## src/design/pdp_pkg.sv

```systemverilog
package pdp_pkg;

  localparam int MaxParticles = 1024;
  localparam int SlotW        = 10;
  localparam int PosW         = 24;
  localparam int KindW        = 2;
  localparam int CountW       = 11;
  localparam int RadiusW      = 23;
  localparam int DensW        = 24;
  localparam int PressW       = 32;
  localparam int CfgDataW     = 32;
  localparam int IterW        = 6;

  // Iterations of the root and divide loops, minus one.
  localparam logic [IterW-1:0] SqrtLast = 6'd30;
  localparam logic [IterW-1:0] DivLast  = 6'd46;

  typedef enum logic [1:0] {
    CFG_RADIUS    = 2'd0,
    CFG_REF_DENS  = 2'd1,
    CFG_GAIN      = 2'd2,
    CFG_COUNT     = 2'd3
  } cfg_idx_t;

  typedef enum logic {
    OP_LOAD  = 1'b0,
    OP_QUERY = 1'b1
  } op_t;

  typedef enum logic [3:0] {
    S_IDLE,
    S_SELF,
    S_RD,
    S_CHK,
    S_SQ,
    S_D2,
    S_CMP,
    S_SQRT,
    S_DCHK,
    S_DIV,
    S_ACC,
    S_PMUL,
    S_POUT
  } state_t;

  typedef struct packed {
    logic mem_we;
    logic rd_self;
    logic latch_self;
    logic k_inc;
    logic load_diff;
    logic load_sq;
    logic load_d2;
    logic sqrt_init;
    logic sqrt_step;
    logic div_init;
    logic div_step;
    logic acc;
    logic pmul;
    logic out_fire;
    logic out_ghost;
  } cmd_t;

  typedef struct packed {
    logic self_ghost;
    logic k_done;
    logic nb_skip;
    logic in_range;
    logic dist_zero;
  } stat_t;

endpackage

```

## src/design/pdp_ctrl.sv

```systemverilog
module pdp_ctrl (
  input  logic            clk,
  input  logic            rst_n,
  input  logic            start,
  input  logic            in_opcode,
  input  pdp_pkg::stat_t  stat,
  output pdp_pkg::cmd_t   cmd,
  output logic            busy
);

  pdp_pkg::state_t             state_r, state_nxt;
  logic [pdp_pkg::IterW-1:0]   iter_r, iter_nxt;

  always_ff @(posedge clk) begin
    if (!rst_n) begin
      state_r <= pdp_pkg::S_IDLE;
      iter_r  <= '0;
    end else begin
      state_r <= state_nxt;
      iter_r  <= iter_nxt;
    end
  end

  always_comb begin
    state_nxt = state_r;
    iter_nxt  = iter_r;
    cmd       = '0;
    busy      = (state_r != pdp_pkg::S_IDLE);
    unique case (state_r)
      pdp_pkg::S_IDLE: begin
        if (start) begin
          if (pdp_pkg::op_t'(in_opcode) == pdp_pkg::OP_QUERY) begin
            cmd.rd_self = 1'b1;
            state_nxt   = pdp_pkg::S_SELF;
          end else begin
            cmd.mem_we = 1'b1;
          end
        end
      end
      pdp_pkg::S_SELF: begin
        cmd.latch_self = 1'b1;
        if (stat.self_ghost) begin
          cmd.out_fire  = 1'b1;
          cmd.out_ghost = 1'b1;
          state_nxt     = pdp_pkg::S_IDLE;
        end else begin
          state_nxt = pdp_pkg::S_RD;
        end
      end
      pdp_pkg::S_RD: begin
        state_nxt = stat.k_done ? pdp_pkg::S_PMUL : pdp_pkg::S_CHK;
      end
      pdp_pkg::S_CHK: begin
        if (stat.nb_skip) begin
          cmd.k_inc = 1'b1;
          state_nxt = pdp_pkg::S_RD;
        end else begin
          cmd.load_diff = 1'b1;
          state_nxt     = pdp_pkg::S_SQ;
        end
      end
      pdp_pkg::S_SQ: begin
        cmd.load_sq = 1'b1;
        state_nxt   = pdp_pkg::S_D2;
      end
      pdp_pkg::S_D2: begin
        cmd.load_d2 = 1'b1;
        state_nxt   = pdp_pkg::S_CMP;
      end
      pdp_pkg::S_CMP: begin
        if (stat.in_range) begin
          cmd.sqrt_init = 1'b1;
          iter_nxt      = pdp_pkg::SqrtLast;
          state_nxt     = pdp_pkg::S_SQRT;
        end else begin
          cmd.k_inc = 1'b1;
          state_nxt = pdp_pkg::S_RD;
        end
      end
      pdp_pkg::S_SQRT: begin
        cmd.sqrt_step = 1'b1;
        iter_nxt      = iter_r - 1'b1;
        if (iter_r == '0) state_nxt = pdp_pkg::S_DCHK;
      end
      pdp_pkg::S_DCHK: begin
        if (stat.dist_zero) begin
          state_nxt = pdp_pkg::S_ACC;
        end else begin
          cmd.div_init = 1'b1;
          iter_nxt     = pdp_pkg::DivLast;
          state_nxt    = pdp_pkg::S_DIV;
        end
      end
      pdp_pkg::S_DIV: begin
        cmd.div_step = 1'b1;
        iter_nxt     = iter_r - 1'b1;
        if (iter_r == '0) state_nxt = pdp_pkg::S_ACC;
      end
      pdp_pkg::S_ACC: begin
        cmd.acc   = 1'b1;
        cmd.k_inc = 1'b1;
        state_nxt = pdp_pkg::S_RD;
      end
      pdp_pkg::S_PMUL: begin
        cmd.pmul  = 1'b1;
        state_nxt = pdp_pkg::S_POUT;
      end
      pdp_pkg::S_POUT: begin
        cmd.out_fire = 1'b1;
        state_nxt    = pdp_pkg::S_IDLE;
      end
      default: state_nxt = pdp_pkg::S_IDLE;
    endcase
  end

endmodule

```

## config.mk

```make
export PLATFORM = sky130hd
export DESIGN_NAME = pdp_ctrl
export DESIGN_NICKNAME = d
export VERILOG_FILES = /design/src/design/pdp_pkg.sv /design/src/design/pdp_ctrl.sv
export SDC_FILE = /design/constraint.sdc
export NUM_CORES = 1
export LEC_CHECK = 0
export ABC_AREA = 1
export BUFFER_PORTS_ARGS = -buffer_cell sky130_fd_sc_hd__buf_2
export CAP_MARGIN = 0
export CORE_ASPECT_RATIO = 0.7
export CORE_UTILIZATION = 30
export CTS_CLUSTER_SIZE = 20
export DETAILED_ROUTE_END_ITERATION = 12
export GPL_TIMING_DRIVEN = 0
export HOLD_SLACK_MARGIN = 0.03
export SYNTH_ARGS = -nofsm -noshare
export SYNTH_HDL_FRONTEND = slang
export SYNTH_SLANG_ARGS = --single-unit
```

## constraint.sdc

```tcl
create_clock -name clk -period 2.8 [get_ports clk]
set_clock_uncertainty 0.1 [all_clocks]
set_input_delay 0.14 -clock clk [delete_from_list [all_inputs] [get_ports clk]]
set_output_delay 0.14 -clock clk [all_outputs]
set_load 0.03 [all_outputs]
```

### Yosys cells after proc, flatten, opt, wreduce, memory -nomap -nowiden

Index checks and enable logic that the tools add are counted.
W data, S select, Z words.

* add/subtract/negate cells: 1
* $mul: 0
* div/mod/pow operators: 0
* magnitude comparators: 0
* equality and inequality tests: 18
* shifts and indexed selects: 0
* mux-type cells: 36
* bitwise operators: 0
* reduce and logical (&&, ||, !) cells: 7

Operator list (count)
* $pmux W4 S12: 1
* $eq A4 B4 Y1 const B: 5
* $mux W4: 5
* $mux W1: 18
* $pmux W6 S3: 1
* $eq A4 B3 Y1 const B: 4
* $mux W6: 2
* $ne A2 B2 Y1 const B: 6
* $mux W2: 5
* $eq A4 B2 Y1 const B: 2
* $logic_not A6 Y1: 1
* $mux W3: 2
* $sub A6 B1 Y6 const B: 1
* $eq A4 B1 Y1 const B: 1
* $logic_not A4 Y1: 1
* $reduce_and A4 Y1: 1
* $reduce_bool A4 Y1: 1
* $pmux W1 S3: 1
* $reduce_and A3 Y1: 1
* $reduce_bool A3 Y1: 1
* $pmux W1 S2: 1
* $reduce_or A2 Y1: 1

* bits in registers: 10
* latch bits: 0
* RAM bits: 0
* memory bits (read-only): 0
* input bits: 9
* output and inout bits: 16
* logic and storage cells: 64
* memories: 0

### Depth between registers and ports, before layout

Gate-level depths: netlist of the first run.

* word-level depth: 4
* depth in mapped cells: 9
* depth with buffers taken out: 9

### Worst setup path after synthesis of the first run

No wires, ideal clock.

* kind: flip-flop to output port
* start: reg state_r[2]
* end: out cmd[14] (netlist bit)
* arrival time: 1.744 ns
* required time: 2.560 ns
* path slack: 0.816 ns
* cell stages (with the launch flop): 4
* path buffers: 0
* path through: dfxtp_1 > nor2_1 > nand2_1 > nor3b_1

RTL lines
* start, declared: RTL line pdp_ctrl.sv:11 `pdp_pkg::state_t state_r, state_nxt;`
* start signal, assigned: RTL line pdp_ctrl.sv:16 `state_r <= pdp_pkg::S_IDLE;`
* start signal, assigned: RTL line pdp_ctrl.sv:19 `state_r <= state_nxt;`
* end, declared: RTL line pdp_ctrl.sv:7 `output pdp_pkg::cmd_t cmd,`

==> flow_metrics.py, run 1 <==
metrics = {
    "outcome": {
        "status": "complete, no violations",
    },
    "detailed_routing": {
        "highest_routed_layer": "met3",
        "wirelength_um": 2220,
        "avgRoutedWirePerCell_um": 10.8,
        "vias": 966,
        "dr_wl_met3_um": 142,
        "drt-pass1-iter-count": 4,
        "drt-vias-per-instance": 4.71,
        "ant_nets": 0,
        "drtIter0Drc": 87,
        "post-route-drc-count": 0,
        "wl_met1_um": 1100,
        "met2WireLength_um": 975,
    },
    "synthesis": {
        "synth_area_per_cell_um2": 5.78,
        "yosys_warnings": 0,
        "ys_dominant_reg_cell": "sky130_fd_sc_hd__dfxtp_1",
        "netlist.top_cell.by_area": "sky130_fd_sc_hd__dfxtp_1",
        "synth.most_common_cell": "sky130_fd_sc_hd__nand2_1",
        "ys_ff_latch": 10,
        "yosys-top-cells-area": "sky130_fd_sc_hd__dfxtp_1 24%, sky130_fd_sc_hd__nand2_1 20%, sky130_fd_sc_hd__inv_1 9.9%, sky130_fd_sc_hd__nor2_1 8.6%, sky130_fd_sc_hd__nand3_1 8.4%",
        "synth_cells": 144,
        "synth.cells.most_frequent": "45 x sky130_fd_sc_hd__nand2_1, 22 x sky130_fd_sc_hd__inv_1, 19 x sky130_fd_sc_hd__nor2_1",
        "synth_cell_types": 21,
        "synth_top_area_share": 0.241,
        "synth_enable_flop_cells": 0,
        "syn-num-nets": 155,
        "asr_flop_ratio_synth": 0,
        "synth.yosys.seq_area_share": 0.241,
        "syn_area_um2": 832,
    },
    "final_layout": {
        "antenna_cells_inserted": 0,
        "share_of_post_route_cells_with_drive_strength_above_1": 0.234,
        "number_of_non_filler_instances_in_the_completed_layout": 205,
        "finalNetCount": 184,
        "syn2layout_area_growth_pct": 24.5,
    },
    "critical_path": {
        "critPathCaptureType": "output pin",
        "crit-reg2reg-capture": "state_r[0]",
        "ff2ff_path_depth": 6,
        "path_cells": "nor2_1 -> nand2_1 -> nor3b_1 -> buf_2",
        "reg2reg_from": "state_r[2]",
        "path_max_fanout": 7,
        "delay_of_the_slowest_cell_on_the_worst_path_ns": 0.39,
        "start_kind": "flip-flop",
        "cp_top_family": "simple AND/OR/NAND/NOR gates",
        "timing.critical_path.buf_inv": 1,
        "setup.worst_path.class": "flip-flop to output pin",
        "cp_slowest_cell": "sky130_fd_sc_hd__nor2_1",
        "ff2ff_setup_slack_ns": 1.23,
        "worst-endpoint-arrival_ns": 1.62,
        "setup.worst_path.start": "state_r[2]",
        "required_ns": 2.56,
    },
    "floorplan": {
        "rows": 15,
        "pin_count": 25,
        "start_util": 0.326,
        "floorplan.core_area_mm2": 0.00255,
        "die_width_um": 64.9,
        "floorplan.die.height_um": 46.1,
        "floorplan.die_area_mm2": 0.00299,
    },
    "grt": {
        "grt_antenna_before_repair": 0,
        "grt-ovfl-total": 0,
        "grt_pass1_wl_um": 3660,
        "grt_start_max_net_pins": 9,
        "track_usage": 0.163,
        "grt_pass1_vias": 871,
    },
    "place": {
        "io_buffer_count": 24,
        "placed_cells": 202,
        "globalplace.congestion": 0.925,
        "place.detailed.hpwl_um": 1800,
    },
    "sta": {
        "maxSlewHeadroom": 0.697,
        "finalSetupViolCount": 0,
        "totalNegativeSetupSlack_ns": 0,
        "max_clock_freq_mhz": 539,
        "drv_slew": 0,
        "fin_crit_sh": 0.663,
        "max_slew.worst_pin.slew_ns": 0.453,
        "unrepaired_setup_endpoints_after_global_routing": "false",
        "layout_min_cycle_time_ns": 1.86,
        "hold_viol_final": 0,
    },
    "clocking": {
        "cts_htree_levels": 1,
        "cts.clk_slew.worst_paths_ns": 0.05,
        "tritoncts.num_buffers": 3,
        "ctsHoldBuffers": 0,
        "cts_setup_buffers": 0,
        "cts_num_sinks": 10,
        "clkLatencyLatePin_ns": 0.24,
        "cts-resized-gates": 0,
        "cts_root_buf": "sky130_fd_sc_hd__clkbuf_8",
        "tritoncts": "yes",
        "clock_path_buffers": 2,
    },
    "power_and_ir_drop": {
        "power.switching_uw": 99.7,
        "switching_share": 0.279,
        "share_comb_of_total_power": 0.171,
        "p_int_uw": 257,
        "sequentialPowerShare": 0.414,
        "pwr-share-clk": 0.415,
        "ir_worst_vdd_v": 0.000129,
        "power_density_mw_per_mm2": 345,
        "p_leak_uw": 0.000586,
    },
    "worst_hold_path": {
        "min-delay-path-class": "input port to flip-flop",
        "holdCritStartpoint": "rst_n",
        "min_to": "iter_r[4]",
        "timing.hold.worst_path_depth": 3,
    },
    "flow_run": {
        "max_cap_viol_count": 0,
    },
}
worst max-delay path by stage:
| stage | to | slack (ns) | cells past startpoint |
|---|---|---|---|
| after floorplan | cmd[14] | 0.82 | 3 |
| after global placement | cmd[1] | 1.26 | 6 |
| after detailed placement | cmd[14] | 1.22 | 4 |
| after CTS | cmd[14] | 0.96 | 4 |
| after global routing | cmd[1] | 0.84 | 6 |
| final | cmd[14] | 0.94 | 4 |
worst register-to-register path: cells and delay by family (launching register included):
kind	cells	cell delay (ns)
flops	1	0.36
compound gates	3	0.33
simple gates	3	0.66
layout by cell type (no fill, tap or decap), drive strengths merged:
master   n
o211ai   3
clkbuf   3
nor3     1
o32ai    1
a21oi    9
nor3b    1
inv     24
nand4    1
nand3   15
nor2    26
buf     24
xnor2    1
dfxtp   10
ha       2
or2      1
xor2     1
nand2   48
per-stage QoR:
step                      instance area (um2)  setup WS, ns  utilization  total power [uW]  hold slack, ns
after global placement                    995          1.26        0.390               210           0.312
final                                    1040         0.944        0.406               357          0.0704
after floorplan                           832         0.816            -               191           0.138
after global routing                     1040         0.840        0.406               374          0.0811
after CTS                                1040         0.962        0.406               361          0.0731
after detailed placement                  995          1.22        0.390               211           0.311
layout make-up:
class / count / area (um2)
fill: 303 / 1520
multi-input combinational: 110 / 542
sequential: 10 / 200
timing repair buffer: 24 / 120
inverter: 24 / 90.1
tap: 34 / 42.5
clock buffer: 3 / 41.3
cells by family (layout without fill, tap and decap cells):
family                   count (synthesis)  after routing  share of synthesized area
adder cells (fa/ha/maj)                  2              2                     0.0301
flip-flops                              10             10                      0.241
AO/OA/AOI/OAI                           13             13                     0.0917
AND/OR/NAND/NOR                         93             93                      0.508
XOR/XNOR                                 2              2                     0.0211
buffers and inverters                   24             51                      0.108
power by group through the flow:
stage          clock (uW)  combinational (uW)  sequential [uW]
2_1_floorplan           0                40.7              150
5_1_grt               159                66.9              148
4_1_cts               152                61.0              148
3_3_place_gp            0                59.7              150
3_5_place_dp            0                60.9              150
6_report              148                61.0              148
registers in the layout, indices dropped and copies added, names as in the netlist:
| register | cells |
|---|---|
| state_r | 4 |
| iter_r | 6 |
layer usage:
layer | GRT usage | vias up
li1 | - | 505
met1 | 0.217 | 430
met2 | 0.265 | 31
met3 | 0.0371 | 0
met4 | 0.0489 | 0
met5 | 0 | -
Power figures use the tool's default switching activity.
==> run 2: changes to the inputs <==
clock period = 1.9 ns   (was 2.8 ns; I/O delays follow)
==> flow_metrics.py, run 2 (same netlist as run 1, synthesis figures left out) <==
metrics = {
    "outcome": {
        "status": "complete, no violations",
    },
    "detailed_routing": {
        "avgRoutedWirePerCell_um": 10.2,
        "drt-pass1-iter-count": 4,
        "drt-vias-per-instance": 4.67,
        "wirelength_um": 2100,
        "drtIter0Drc": 80,
        "ant_nets": 0,
        "vias": 961,
        "post-route-drc-count": 0,
    },
    "sta": {
        "finalSetupViolCount": 0,
        "totalNegativeSetupSlack_ns": 0,
        "layout_min_cycle_time_ns": 1.70,
        "fin_crit_sh": 0.894,
        "max_clock_freq_mhz": 589,
        "hold_viol_final": 0,
        "maxSlewHeadroom": 0.802,
        "unrepaired_setup_endpoints_after_global_routing": "false",
        "max_slew.worst_pin.slew_ns": 0.297,
        "drv_slew": 0,
    },
    "flow_run": {
        "max_cap_viol_count": 0,
    },
    "power_and_ir_drop": {
        "ir_worst_vdd_v": 0.000162,
        "p_total_uw": 528,
        "p_leak_uw": 0.000595,
        "power_density_mw_per_mm2": 497,
    },
    "critical_path": {
        "path_max_fanout": 6,
        "cp_slowest_cell": "sky130_fd_sc_hd__dfxtp_1",
        "setup.worst_path.class": "flip-flop to output pin",
        "required_ns": 1.70,
        "timing.critical_path.buf_inv": 3,
        "cp_top_family": "simple AND/OR/NAND/NOR gates",
        "worst-endpoint-arrival_ns": 1.50,
        "path_cells": "inv_2 -> nor2_4 -> nand2_4 -> or2_1 -> inv_1 -> buf_2",
        "start_kind": "flip-flop",
        "delay_of_the_slowest_cell_on_the_worst_path_ns": 0.41,
        "critPathCaptureType": "output pin",
    },
    "clocking": {
        "clkLatencyLatePin_ns": 0.23,
        "cts.clk_slew.worst_paths_ns": 0.04,
        "cts_root_buf": "sky130_fd_sc_hd__clkbuf_8",
        "clock_path_buffers": 2,
        "cts_setup_buffers": 0,
        "tritoncts": "yes",
        "cts_htree_levels": 1,
        "cts_num_sinks": 10,
        "tritoncts.num_buffers": 3,
    },
    "grt": {
        "grt_antenna_before_repair": 0,
        "track_usage": 0.155,
        "grt-ovfl-total": 0,
        "grt_start_max_net_pins": 9,
        "grt_pass1_vias": 791,
        "grt_pass1_wl_um": 3480,
    },
    "floorplan": {
        "start_util": 0.326,
        "floorplan.core_area_mm2": 0.00255,
        "floorplan.die.height_um": 46.1,
        "floorplan.die_area_mm2": 0.00299,
        "pin_count": 25,
        "die_width_um": 64.9,
        "rows": 15,
    },
    "final_layout": {
        "layout.cells.most_common": "sky130_fd_sc_hd__nand2_1",
        "registers.top_by_ff_count": "iter_r",
        "largest_register_ffs": 6,
        "most_used_cells_in_the_layout_excluding_fill_and_tap_cells": "45 x sky130_fd_sc_hd__nand2_1, 24 x sky130_fd_sc_hd__buf_2, 22 x sky130_fd_sc_hd__inv_1",
        "antenna_cells_inserted": 0,
        "share_of_post_route_cells_with_drive_strength_above_1": 0.250,
        "fill_cells": 298,
        "syn2layout_area_growth_pct": 27.5,
        "top_regs": "iter_r (6), state_r (4)",
        "finalNetCount": 185,
    },
    "place": {
        "place.detailed.hpwl_um": 1730,
        "globalplace.congestion": 0.967,
        "io_buffer_count": 24,
    },
    "worst_hold_path": {
        "min-delay-path-class": "input port to flip-flop",
    },
}
## run 2: final timing paths
path         startpoint          to  slack, ns  cells past startpoint
min             stat[3]  state_r[3]       0.18                      5
max reg2reg  state_r[2]  state_r[0]       0.38                      7
max          state_r[3]      cmd[5]       0.20                      6
min reg2reg   iter_r[0]   iter_r[0]       0.36                      2
## run 2: worst reg2reg max path, stage by stage (launching register included)
cell                      delay (ns)
sky130_fd_sc_hd__dfxtp_1        0.44
sky130_fd_sc_hd__inv_1          0.13
sky130_fd_sc_hd__nor2_2         0.19
sky130_fd_sc_hd__nand2_1        0.11
sky130_fd_sc_hd__nand2_2        0.17
sky130_fd_sc_hd__a21oi_1        0.14
sky130_fd_sc_hd__nand2_1        0.09
sky130_fd_sc_hd__a21oi_1        0.05
## run 2: timing repair
action	CTS	global route
hold endpoints to repair	3	0
gates resized for setup	0	1
hold buffers	1	0
endpoints found under the setup margin	0	1
## run 2: area by class of cell
cell class	instances	area, um2	share of cell area
Sequential cell	10	200	0.189
Inverter	24	90.1	0.0849
Clock buffer	3	41.3	0.0389
Tap cell	34	42.5	0.0401
Timing Repair Buffer	25	130	0.123
Multi-Input combinational cell	110	557	0.525
## run 2: report_power, final
group | internal, uW | switching (uW)
logic | 29.9 | 63.2
clock network | 138 | 78.3
registers | 214 | 4.40
## run 2: metal layers
layer / GRT usage / vias up / share of wire
li1: - / 508 / -
met1: 0.220 / 419 / 0.53
met2: 0.238 / 34 / 0.42
met3: 0.0396 / 0 / 0.050
met4: 0.0267 / 0 / 0
met5: 0 / - / 0
## run 2: metrics by stage
step / setup WS [ns] / utilization / area, um2 / hold WS [ns] / std cells
finish: 0.201 / 0.416 / 1060 / 0.183 / 206
global route: 0.104 / 0.416 / 1060 / 0.236 / 206
CTS: 0.101 / 0.415 / 1060 / 0.184 / 206
detailed placement: 0.356 / 0.395 / 1010 / 0.265 / 202
global placement: 0.370 / 0.395 / 1010 / 0.267 / 202
floorplan: 0.0145 / - / 845 / 0.0926 / 144
